File: config.mk
export PLATFORM = sky130hd
export DESIGN_NAME = atan2_poly_octant_core_flat
export DESIGN_NICKNAME = d
export VERILOG_FILES = /design/src/hdl/atan2po_pkg.sv /design/src/hdl/atan2po_in_if.sv /design/src/hdl/atan2po_out_if.sv /design/src/hdl/atan2_poly_octant_core.sv /design/src/hdl/atan2po_div.sv /design/src/flat_wrapper.sv
export VERILOG_INCLUDE_DIRS = /design/src /design/src/hdl
export SDC_FILE = /design/constraint.sdc
export NUM_CORES = 2
export LEC_CHECK = 0
export ABC_AREA = 0
export BUFFER_PORTS_ARGS = -buffer_cell sky130_fd_sc_hd__buf_2
export CAP_MARGIN = 5
export CELL_PAD_IN_SITES_DETAIL_PLACEMENT = 1
export CELL_PAD_IN_SITES_GLOBAL_PLACEMENT = 2
export CORE_MARGIN = 4
export CORE_UTILIZATION = 40
export CTS_CLUSTER_DIAMETER = 60
export DETAILED_ROUTE_END_ITERATION = 6
export PLACE_DENSITY_LB_ADDON = 0.1
export SLEW_MARGIN = 30
export SYNTH_ARGS = -nofsm -noshare
export SYNTH_HDL_FRONTEND = slang
export SYNTH_SLANG_ARGS = --single-unit
File: constraint.sdc
create_clock -name clk -period 12.5 [get_ports clk]
set_clock_uncertainty 0.2 [all_clocks]
set_input_delay 0.625 -clock clk [delete_from_list [all_inputs] [get_ports clk]]
set_output_delay 0.625 -clock clk [all_outputs]
set_load 0.01 [all_outputs]
File: src/hdl/atan2_poly_octant_core_defines.svh
// assertion macros shared by the atan2 octant core
`ifndef ATAN2_POLY_OCTANT_CORE_DEFINES_SVH
`define ATAN2_POLY_OCTANT_CORE_DEFINES_SVH

// plain invariant, sampled on clk, quiet during reset
`define A2PO_ASSERT(lbl, cond, msg) \
    lbl: assert property (@(posedge clk) disable iff (!rst_n) (cond)) else $error(msg);

// same-cycle implication, sampled on clk, quiet during reset
`define A2PO_ASSERT_IMP(lbl, ante, cons, msg) \
    lbl: assert property (@(posedge clk) disable iff (!rst_n) (ante) |-> (cons)) else $error(msg);

`endif

File: src/hdl/atan2po_pkg.sv
// types and constants of the atan2 octant core
`timescale 1ns / 1ps

package atan2po_pkg;

    // width of the ratio and of the polynomial datapath (Q0.16)
    localparam int QBITS      = 16;
    localparam int ANGLE_BITS = 16;

    // polynomial coefficients scaled by 2^16
    localparam logic [11:0] COEF_C = 12'd3047;
    localparam logic [13:0] COEF_B = 14'd10441;
    localparam logic [14:0] COEF_A = 15'd21471;

    // Q3.13 angles
    localparam logic [13:0] HALF_PI_Q13 = 14'd12868;
    localparam logic [14:0] PI_Q13      = 15'd25736;

    // rounding offset for Q0.16 to Q3.13
    localparam logic [16:0] ROUND_Q13 = 17'd4;

    // octant and special case flags that travel with an item
    typedef struct packed {
        logic gt;    // |y| > |x|
        logic eq;    // |y| == |x|
        logic zero;  // both components zero
        logic xneg;
        logic yneg;
    } flags_t;

endpackage

File: src/hdl/atan2po_in_if.sv
// input channel: sine and cosine components
`timescale 1ns / 1ps

interface atan2po_in_if #(
    parameter int INPUT_BITS = 16
);
    logic                         valid;
    logic                         ready;
    logic signed [INPUT_BITS-1:0] sin_component;
    logic signed [INPUT_BITS-1:0] cos_component;

    modport source (output valid, sin_component, cos_component, input ready);
    modport sink   (input valid, sin_component, cos_component, output ready);
endinterface

File: src/hdl/atan2po_out_if.sv
// output channel: angle and undefined flag
`timescale 1ns / 1ps

interface atan2po_out_if;
    import atan2po_pkg::*;

    logic                         valid;
    logic                         ready;
    logic signed [ANGLE_BITS-1:0] angle;
    logic                         undefined_angle;

    modport source (output valid, angle, undefined_angle, input ready);
    modport sink   (input valid, angle, undefined_angle, output ready);
endinterface

File: src/hdl/atan2_poly_octant_core.sv
// top level of the atan2 octant core: magnitudes, divider, polynomial, folding
`timescale 1ns / 1ps
`include "atan2_poly_octant_core_defines.svh"

// Four-quadrant arctangent of a signed (sine, cosine) pair. The smaller magnitude is
// divided by the larger to give a Q0.16 ratio, an odd 7th-order polynomial turns it
// into the first-octant angle, and the signs and relative size of the components fold
// it out to a signed Q3.13 angle in -pi..pi. Both components zero gives angle 0 with
// undefined_angle set. The core takes one transfer per clock while the result side does not stall.
// An item passes through magnitudes and ordering, then the divider, which resolves
// one quotient bit per stage, then the polynomial (one multiply per stage), and last
// rounding and folding. Each stage holds its item only while the stage after it is
// full and stalled, so bubbles close up behind a waiting result and input is taken as
// long as any stage can move.
module atan2_poly_octant_core #(
    parameter int INPUT_BITS = 16
) (
    input logic            clk,
    input logic            rst_n,
    atan2po_in_if.sink     vec,
    atan2po_out_if.source  res
);
    import atan2po_pkg::*;

    // valid bits: 0 magnitudes, 1 ordering, 2..6 polynomial, 7 round and pi/2 fold
    logic vld_reg [8];
    logic ld      [9];
    logic out_vld_reg;

    logic div_up_ready;
    logic div_vld;
    logic [QBITS-1:0] div_quo;
    flags_t div_side;

    // stage 0: magnitudes and signs
    logic [INPUT_BITS-1:0] ay_next, ax_next;
    logic [INPUT_BITS-1:0] s0_ay_reg, s0_ax_reg;
    logic                  s0_yneg_reg, s0_xneg_reg;

    assign ay_next = vec.sin_component[INPUT_BITS-1] ?
                     INPUT_BITS'(~vec.sin_component + 1'b1) : vec.sin_component;
    assign ax_next = vec.cos_component[INPUT_BITS-1] ?
                     INPUT_BITS'(~vec.cos_component + 1'b1) : vec.cos_component;

    // stage 1: order the magnitudes
    logic [INPUT_BITS-1:0] s1_mn_reg, s1_mx_reg;
    flags_t                s1_side_reg;
    flags_t                side_next;

    always_comb
    begin
        side_next.gt   = s0_ay_reg > s0_ax_reg;
        side_next.eq   = s0_ay_reg == s0_ax_reg;
        side_next.zero = (s0_ay_reg == '0) && (s0_ax_reg == '0);
        side_next.xneg = s0_xneg_reg;
        side_next.yneg = s0_yneg_reg;
    end

    // stage 2: ratio (a 1.0 ratio saturates) and s = a*a
    logic [QBITS-1:0]   a_next;
    logic [2*QBITS-1:0] sq;
    logic [QBITS-1:0]   s2_a_reg, s2_s_reg;
    flags_t             s2_side_reg;

    assign a_next = div_side.eq ? {QBITS{1'b1}} : div_quo;
    assign sq     = a_next * a_next;

    // stage 3: p = (B - C*s) >> 16
    logic [29:0]      tp;
    logic [QBITS-1:0] s3_a_reg, s3_s_reg;
    logic [13:0]      s3_p_reg;
    flags_t           s3_side_reg;

    assign tp = {COEF_B, 16'h0000} - (30'(COEF_C) * 30'(s2_s_reg));

    // stage 4: q = (A - p*s) >> 16
    logic [29:0]      ps;
    logic [30:0]      tq;
    logic [QBITS-1:0] s4_a_reg, s4_s_reg;
    logic [14:0]      s4_q_reg;
    flags_t           s4_side_reg;

    assign ps = s3_p_reg * s3_s_reg;
    assign tq = {COEF_A, 16'h0000} - 31'(ps);

    // stage 5: u = (q*s) >> 16
    logic [30:0]      qs;
    logic [QBITS-1:0] s5_a_reg;
    logic [14:0]      s5_u_reg;
    flags_t           s5_side_reg;

    assign qs = s4_q_reg * s4_s_reg;

    // stage 6: r = a - (u*a) >> 16
    logic [30:0]      ua;
    logic [QBITS-1:0] s6_r_reg;
    flags_t           s6_side_reg;

    assign ua = s5_u_reg * s5_a_reg;

    // stage 7: round to Q3.13, pi/2 fold
    logic [16:0] rs;
    logic [13:0] r13;
    logic [13:0] h_next;
    logic [13:0] s7_h_reg;
    flags_t      s7_side_reg;

    assign rs     = 17'(s6_r_reg) + ROUND_Q13;
    assign r13    = rs[16:3];
    assign h_next = s6_side_reg.gt ? (HALF_PI_Q13 - r13) : r13;

    // output stage: pi fold, sign, zero case
    logic [14:0]                  f;
    logic signed [ANGLE_BITS-1:0] fs;
    logic signed [ANGLE_BITS-1:0] angle_next;
    logic signed [ANGLE_BITS-1:0] angle_reg;
    logic                         undef_reg;

    always_comb
    begin
        f  = s7_side_reg.xneg ? (PI_Q13 - 15'(s7_h_reg)) : 15'(s7_h_reg);
        fs = signed'({1'b0, f});
        if (s7_side_reg.zero)
        begin
            angle_next = '0;
        end
        else if (s7_side_reg.yneg)
        begin
            angle_next = -fs;
        end
        else
        begin
            angle_next = fs;
        end
    end

    // stall chain: a stage loads when empty or when it is handing on
    assign ld[8] = ~out_vld_reg | res.ready;
    for (genvar k = 2; k < 8; k++) begin : g_ld
        assign ld[k] = ~vld_reg[k] | ld[k+1];
    end
    assign ld[1] = ~vld_reg[1] | div_up_ready;
    assign ld[0] = ~vld_reg[0] | ld[1];

    assign vec.ready = ld[0];

    always_ff @(posedge clk or negedge rst_n)
    begin
        if (!rst_n)
        begin
            for (int i = 0; i < 8; i++)
            begin
                vld_reg[i] <= 1'b0;
            end
            out_vld_reg <= 1'b0;
        end
        else
        begin
            if (ld[0]) vld_reg[0] <= vec.valid;
            if (ld[1]) vld_reg[1] <= vld_reg[0];
            if (ld[2]) vld_reg[2] <= div_vld;
            for (int i = 3; i < 8; i++)
            begin
                if (ld[i]) vld_reg[i] <= vld_reg[i-1];
            end
            if (ld[8]) out_vld_reg <= vld_reg[7];
        end
    end

    always_ff @(posedge clk)
    begin
        if (ld[0] && vec.valid)
        begin
            s0_ay_reg   <= ay_next;
            s0_ax_reg   <= ax_next;
            s0_yneg_reg <= vec.sin_component[INPUT_BITS-1];
            s0_xneg_reg <= vec.cos_component[INPUT_BITS-1];
        end
        if (ld[1] && vld_reg[0])
        begin
            s1_mn_reg   <= side_next.gt ? s0_ax_reg : s0_ay_reg;
            s1_mx_reg   <= side_next.gt ? s0_ay_reg : s0_ax_reg;
            s1_side_reg <= side_next;
        end
        if (ld[2] && div_vld)
        begin
            s2_a_reg    <= a_next;
            s2_s_reg    <= sq[2*QBITS-1:QBITS];
            s2_side_reg <= div_side;
        end
        if (ld[3] && vld_reg[2])
        begin
            s3_a_reg    <= s2_a_reg;
            s3_s_reg    <= s2_s_reg;
            s3_p_reg    <= tp[29:16];
            s3_side_reg <= s2_side_reg;
        end
        if (ld[4] && vld_reg[3])
        begin
            s4_a_reg    <= s3_a_reg;
            s4_s_reg    <= s3_s_reg;
            s4_q_reg    <= tq[30:16];
            s4_side_reg <= s3_side_reg;
        end
        if (ld[5] && vld_reg[4])
        begin
            s5_a_reg    <= s4_a_reg;
            s5_u_reg    <= qs[30:16];
            s5_side_reg <= s4_side_reg;
        end
        if (ld[6] && vld_reg[5])
        begin
            s6_r_reg    <= s5_a_reg - QBITS'(ua[30:16]);
            s6_side_reg <= s5_side_reg;
        end
        if (ld[7] && vld_reg[6])
        begin
            s7_h_reg    <= h_next;
            s7_side_reg <= s6_side_reg;
        end
        if (ld[8] && vld_reg[7])
        begin
            angle_reg <= angle_next;
            undef_reg <= s7_side_reg.zero;
        end
    end

    atan2po_div #(
        .INPUT_BITS (INPUT_BITS)
    ) u_div (
        .clk      (clk),
        .rst_n    (rst_n),
        .up_valid (vld_reg[1]),
        .up_ready (div_up_ready),
        .mn       (s1_mn_reg),
        .mx       (s1_mx_reg),
        .side     (s1_side_reg),
        .dn_valid (div_vld),
        .dn_ready (ld[2]),
        .quo      (div_quo),
        .dn_side  (div_side)
    );

    assign res.valid           = out_vld_reg;
    assign res.angle           = angle_reg;
    assign res.undefined_angle = undef_reg;

    // terms checked below
    logic undef_out;
    logic angle_in_range;
    logic flags_ok;

    assign undef_out      = res.valid && res.undefined_angle;
    assign angle_in_range = (res.angle <= 16'sd25736) && (res.angle >= -16'sd25736);
    assign flags_ok       = !(s1_side_reg.gt && s1_side_reg.eq)
                            && (!s1_side_reg.zero || s1_side_reg.eq);

    `A2PO_ASSERT_IMP(a_undef_zero, undef_out, res.angle == '0, "undefined angle not zero")
    `A2PO_ASSERT_IMP(a_angle_range, res.valid, angle_in_range, "angle outside -pi..pi")
    `A2PO_ASSERT_IMP(a_order_flags, vld_reg[1], flags_ok, "inconsistent octant flags")
    `A2PO_ASSERT_IMP(a_fold_range, vld_reg[7], s7_h_reg <= HALF_PI_Q13, "fold above pi/2")

endmodule

File: src/hdl/atan2po_div.sv
// pipelined restoring divider, one quotient bit per stage
`timescale 1ns / 1ps

module atan2po_div #(
    parameter int INPUT_BITS = 16
) (
    input  logic                          clk,
    input  logic                          rst_n,
    input  logic                          up_valid,
    output logic                          up_ready,
    input  logic [INPUT_BITS-1:0]         mn,
    input  logic [INPUT_BITS-1:0]         mx,
    input  atan2po_pkg::flags_t           side,
    output logic                          dn_valid,
    input  logic                          dn_ready,
    output logic [atan2po_pkg::QBITS-1:0] quo,
    output atan2po_pkg::flags_t           dn_side
);
    import atan2po_pkg::*;

    localparam int NST = QBITS;

    // stage inputs: index 0 is the upstream side, index g+1 is register g
    logic [INPUT_BITS-1:0] rem_s  [NST+1];
    logic [INPUT_BITS-1:0] div_s  [NST+1];
    logic [QBITS-1:0]      quo_s  [NST+1];
    flags_t                side_s [NST+1];
    logic                  vld_s  [NST+1];
    logic                  ld     [NST+1];

    logic [INPUT_BITS-1:0] rem_reg  [NST];
    logic [INPUT_BITS-1:0] div_reg  [NST];
    logic [QBITS-1:0]      quo_reg  [NST];
    flags_t                side_reg [NST];
    logic                  vld_reg  [NST];

    assign rem_s[0]  = mn;
    assign div_s[0]  = mx;
    assign quo_s[0]  = '0;
    assign side_s[0] = side;
    assign vld_s[0]  = up_valid;
    assign ld[NST]   = dn_ready;

    for (genvar g = 0; g < NST; g++) begin : g_stage
        logic [INPUT_BITS:0]   dbl;
        logic [INPUT_BITS+1:0] diff;
        logic                  ge;
        logic [INPUT_BITS-1:0] rem_next;
        logic [QBITS-1:0]      quo_next;

        // remainder never exceeds the divisor, so the doubled value fits one extra bit
        assign dbl      = {rem_s[g], 1'b0};
        assign diff     = {1'b0, dbl} - {2'b00, div_s[g]};
        assign ge       = ~diff[INPUT_BITS+1];
        assign rem_next = ge ? diff[INPUT_BITS-1:0] : dbl[INPUT_BITS-1:0];
        assign quo_next = {quo_s[g][QBITS-2:0], ge};

        // a stage takes new data when empty or when its contents move on
        assign ld[g] = ~vld_reg[g] | ld[g+1];

        always_ff @(posedge clk or negedge rst_n)
        begin
            if (!rst_n)
            begin
                vld_reg[g] <= 1'b0;
            end
            else if (ld[g])
            begin
                vld_reg[g] <= vld_s[g];
            end
        end

        always_ff @(posedge clk)
        begin
            if (ld[g] && vld_s[g])
            begin
                rem_reg[g]  <= rem_next;
                div_reg[g]  <= div_s[g];
                quo_reg[g]  <= quo_next;
                side_reg[g] <= side_s[g];
            end
        end

        assign rem_s[g+1]  = rem_reg[g];
        assign div_s[g+1]  = div_reg[g];
        assign quo_s[g+1]  = quo_reg[g];
        assign side_s[g+1] = side_reg[g];
        assign vld_s[g+1]  = vld_reg[g];
    end

    assign up_ready = ld[0];
    assign dn_valid = vld_reg[NST-1];
    assign quo      = quo_reg[NST-1];
    assign dn_side  = side_reg[NST-1];

endmodule
File: src/flat_wrapper.sv
// flat-port wrapper written by rule: the top's interface ports become plain ports
module atan2_poly_octant_core_flat import atan2po_pkg::*;
#(
    parameter int INPUT_BITS = 16
)
  (clk, rst_n, vec_valid, vec_sin_component, vec_cos_component, vec_ready, res_valid, res_angle, res_undefined_angle, res_ready);
  atan2po_in_if #(.INPUT_BITS(INPUT_BITS)) vec_i ();
  atan2po_out_if res_i ();
  input logic clk;
  input logic rst_n;
  input wire logic [$bits(vec_i.valid)-1:0] vec_valid;
  input wire logic [$bits(vec_i.sin_component)-1:0] vec_sin_component;
  input wire logic [$bits(vec_i.cos_component)-1:0] vec_cos_component;
  output wire logic [$bits(vec_i.ready)-1:0] vec_ready;
  output wire logic [$bits(res_i.valid)-1:0] res_valid;
  output wire logic [$bits(res_i.angle)-1:0] res_angle;
  output wire logic [$bits(res_i.undefined_angle)-1:0] res_undefined_angle;
  input wire logic [$bits(res_i.ready)-1:0] res_ready;
  assign vec_i.valid = vec_valid;
  assign vec_i.sin_component = vec_sin_component;
  assign vec_i.cos_component = vec_cos_component;
  assign vec_ready = vec_i.ready;
  assign res_valid = res_i.valid;
  assign res_angle = res_i.angle;
  assign res_undefined_angle = res_i.undefined_angle;
  assign res_i.ready = res_ready;
  atan2_poly_octant_core #(.INPUT_BITS(INPUT_BITS)) u_core (.clk(clk), .rst_n(rst_n), .vec(vec_i), .res(res_i));
endmodule
==> run metrics <==
status=completed; layout cells sized above 1=8.48%; total number of vias=49400; Final min period=8.86 ns; crit end category=flop; Worst-path clk slew=0.05 ns; Worst EP required=12.82 ns; critical path fanouts, max=16; crit share post-route=70.8%; post-detail-place hpwl=148000 µm; Fillers=21200; DR WL/cell=19.0 µm; CTS tree=yes; Syn Nets=8653; Setup Viol. Count Final=0; Die X=456 µm; commonest cells after routing, fill and taps aside=inv_1, edfxtp_1, fa_1, ha_1, nand2_1; design area=0.0888 mm²; Post-route DRC=0; DR iter-0 viols=1880; Critical Path Max Stage Delay=0.69 ns; H-tree Lvls=4; GPL Wtd Cong=0.792; total gr overflow=0; final setup TNS=0 ns; gr usage total=18.6%; largest net degree at the start of global routing=52; # IOs=55; worst slew pin tran=0.971 ns; post-DR vias/cell=4.96; Yosys cell types=87; Initial Utilization=40.2%; sequential area share after synthesis=37.9%; Synth Cell Area=0.0803 mm²; most common cell after layout, fill and taps aside=inv_1; Peak Freq=113 MHz; cts bufs inserted=137; kind of critical path=flop to flop; first-pass GRT wire length=308000 µm; vias in the first global route=55400; DR pass1 iterations=5; Bufs on Longest Clock Path=3; Rows=164; Synth Flop Type=edfxtp_1; Synth Area per Inst=11.4 µm²; final number of max-transition violations=0; #FFs+latches synth=1016; synth warn=0; clk_lat worst skew=0.78 ns; crit path DAT=9.18 ns; hold violation count in the final report=0; die footprint=0.208 mm²; CORE AREA=0.200 mm²; Post-CTS Resized=0; Post-Syn Instances=7059; count of input and output buffers=54; number of flops mapped to enable cells by yosys=991; area grow syn2layout=10.7%; headroom to the max-slew limit=35.1%; Chip Height=456 µm; drt total wl=189000 µm; antenna violations before repair=3; ys async rst share=2.46%; highest-delay cell along the critical path=edfxtp_1; clock root buffer=clkbuf_16; Hold Path Class=flop to flop; maxcap violations=0; nets=8795; CTS Sinks=1016; placed instance area=0.0838 mm²; Storage cell area=0.0304 mm²; area of the multi-input gates=0.0443 mm²; RSZ-0062 raised after global routing=false; CP startpoint kind=flop; Layout Utilization=44.5%; antenna-violating nets left=0
Yosys cell counts, types with 5 or more instances:
library cell / instances / area share (%)
dfrtp_1: 25 / 0.78
nor3_1: 75 / 0.47
nand2b_1: 66 / 0.51
a21boi_1: 5 / 0.047
and2_1: 415 / 3.2
mux2_4: 7 / 0.13
o31ai_1: 17 / 0.16
nand3_1: 83 / 0.52
nand2_1: 532 / 2.5
nor2b_1: 63 / 0.49
nand4_1: 22 / 0.17
o21bai_1: 23 / 0.22
o211ai_1: 20 / 0.19
a21boi_0: 47 / 0.44
xor2_1: 78 / 0.85
and3_1: 32 / 0.25
a21oi_1: 159 / 0.99
ha_1: 772 / 12
mux2_2: 219 / 3.1
or2_2: 20 / 0.16
a2111oi_0: 18 / 0.20
a21o_1: 96 / 0.90
a211oi_1: 9 / 0.084
o21a_1: 51 / 0.48
nor4_1: 13 / 0.10
fa_1: 786 / 20
nor2_1: 304 / 1.4
o21ai_0: 136 / 0.85
xnor2_1: 235 / 2.6
buf_2: 14 / 0.087
a221o_1: 16 / 0.20
or3_1: 32 / 0.25
clkinv_1: 8 / 0.037
mux2i_1: 20 / 0.25
o21ai_1: 6 / 0.037
nor3_2: 13 / 0.16
inv_1: 1376 / 6.4
a31oi_1: 35 / 0.27
clkbuf_1: 115 / 0.54
o2111ai_1: 15 / 0.16
edfxtp_1: 991 / 37
o31a_1: 9 / 0.098
kinds of logic (layout without fill, tap and decap cells):
group,after synthesis,after routing,synth area share [%]
buffers and inverters,1523,1773,7.17
and+or+nand+nor,1691,1691,10.5
AOI/OAI and AO/OA,711,711,5.97
muxes,246,246,3.45
other,0,3,0
xor gates and xnor gates,314,314,3.44
adders and majority gates,1558,1558,31.6
DFF,1016,1016,37.9
per-layer routing:
metal	global-route usage, %	routed length, µm	vias up
li1	-	-	23500
met1	22.8	81100	25300
met2	34.7	101000	393
met3	2.30	4120	221
met4	3.94	3470	0
met5	0	0	-
timing repair:
| action | 4_1_cts | 5_1_grt |
|---|---|---|
| setup buffers | 0 | 0 |
| hold endpoints to repair | 62 | 0 |
| hold buffers | 41 | 0 |
layout make-up:
class | count | area share [%]
Inverter | 1386 | 5.86
Sequential cell | 1016 | 34.2
Clock inverter | 82 | 1.18
Clock buffer | 165 | 4.04
Timing Repair Buffer | 140 | 1.15
Tap cell | 2656 | 3.74
Multi-Input combinational cell | 4520 | 49.8
Antenna cell | 3 | 0.00845
critical path: cells and delay by family (launching register included):
family          cells  cell delay [ns]
compound gates      8             2.15
xor+xnor            2             0.32
fa+ha+maj           8             3.61
buf+inv             6             0.31
flops               1             0.69
simple gates        9             1.32
final timing paths:
check / startpoint / end / slack (ns) / cells after the start
worst max register to register: u_core.s5_a_reg[10] / u_core.s6_r_reg[12] / 3.64 / 33
worst max-delay path: u_core.s5_a_reg[10] / u_core.s6_r_reg[12] / 3.64 / 33
max in group asynchronous: rst_n / u_core.u_div.vld_reg[3] / 11.26 / 2
worst min-delay path: u_core.s4_a_reg[8] / u_core.s5_a_reg[8] / 0.20 / 0
worst min register to register: u_core.s4_a_reg[8] / u_core.s5_a_reg[8] / 0.20 / 0
min in group asynchronous: rst_n / u_core.res.valid / 0.28 / 2
metrics by stage:
step	hold WS (ns)	instances	setup slack [ns]
3_5_place_dp	0.206	9677	3.65
2_1_floorplan	0.129	7059	4.48
5_1_grt	0.216	9966	3.19
6_report	0.200	9968	3.64
3_3_place_gp	0.201	9677	3.78
4_1_cts	0.201	9965	3.62
Power is left out: the tool's default activity adds up to more than one toggle a clock period on the data nets, which glitch-free logic cannot reach.
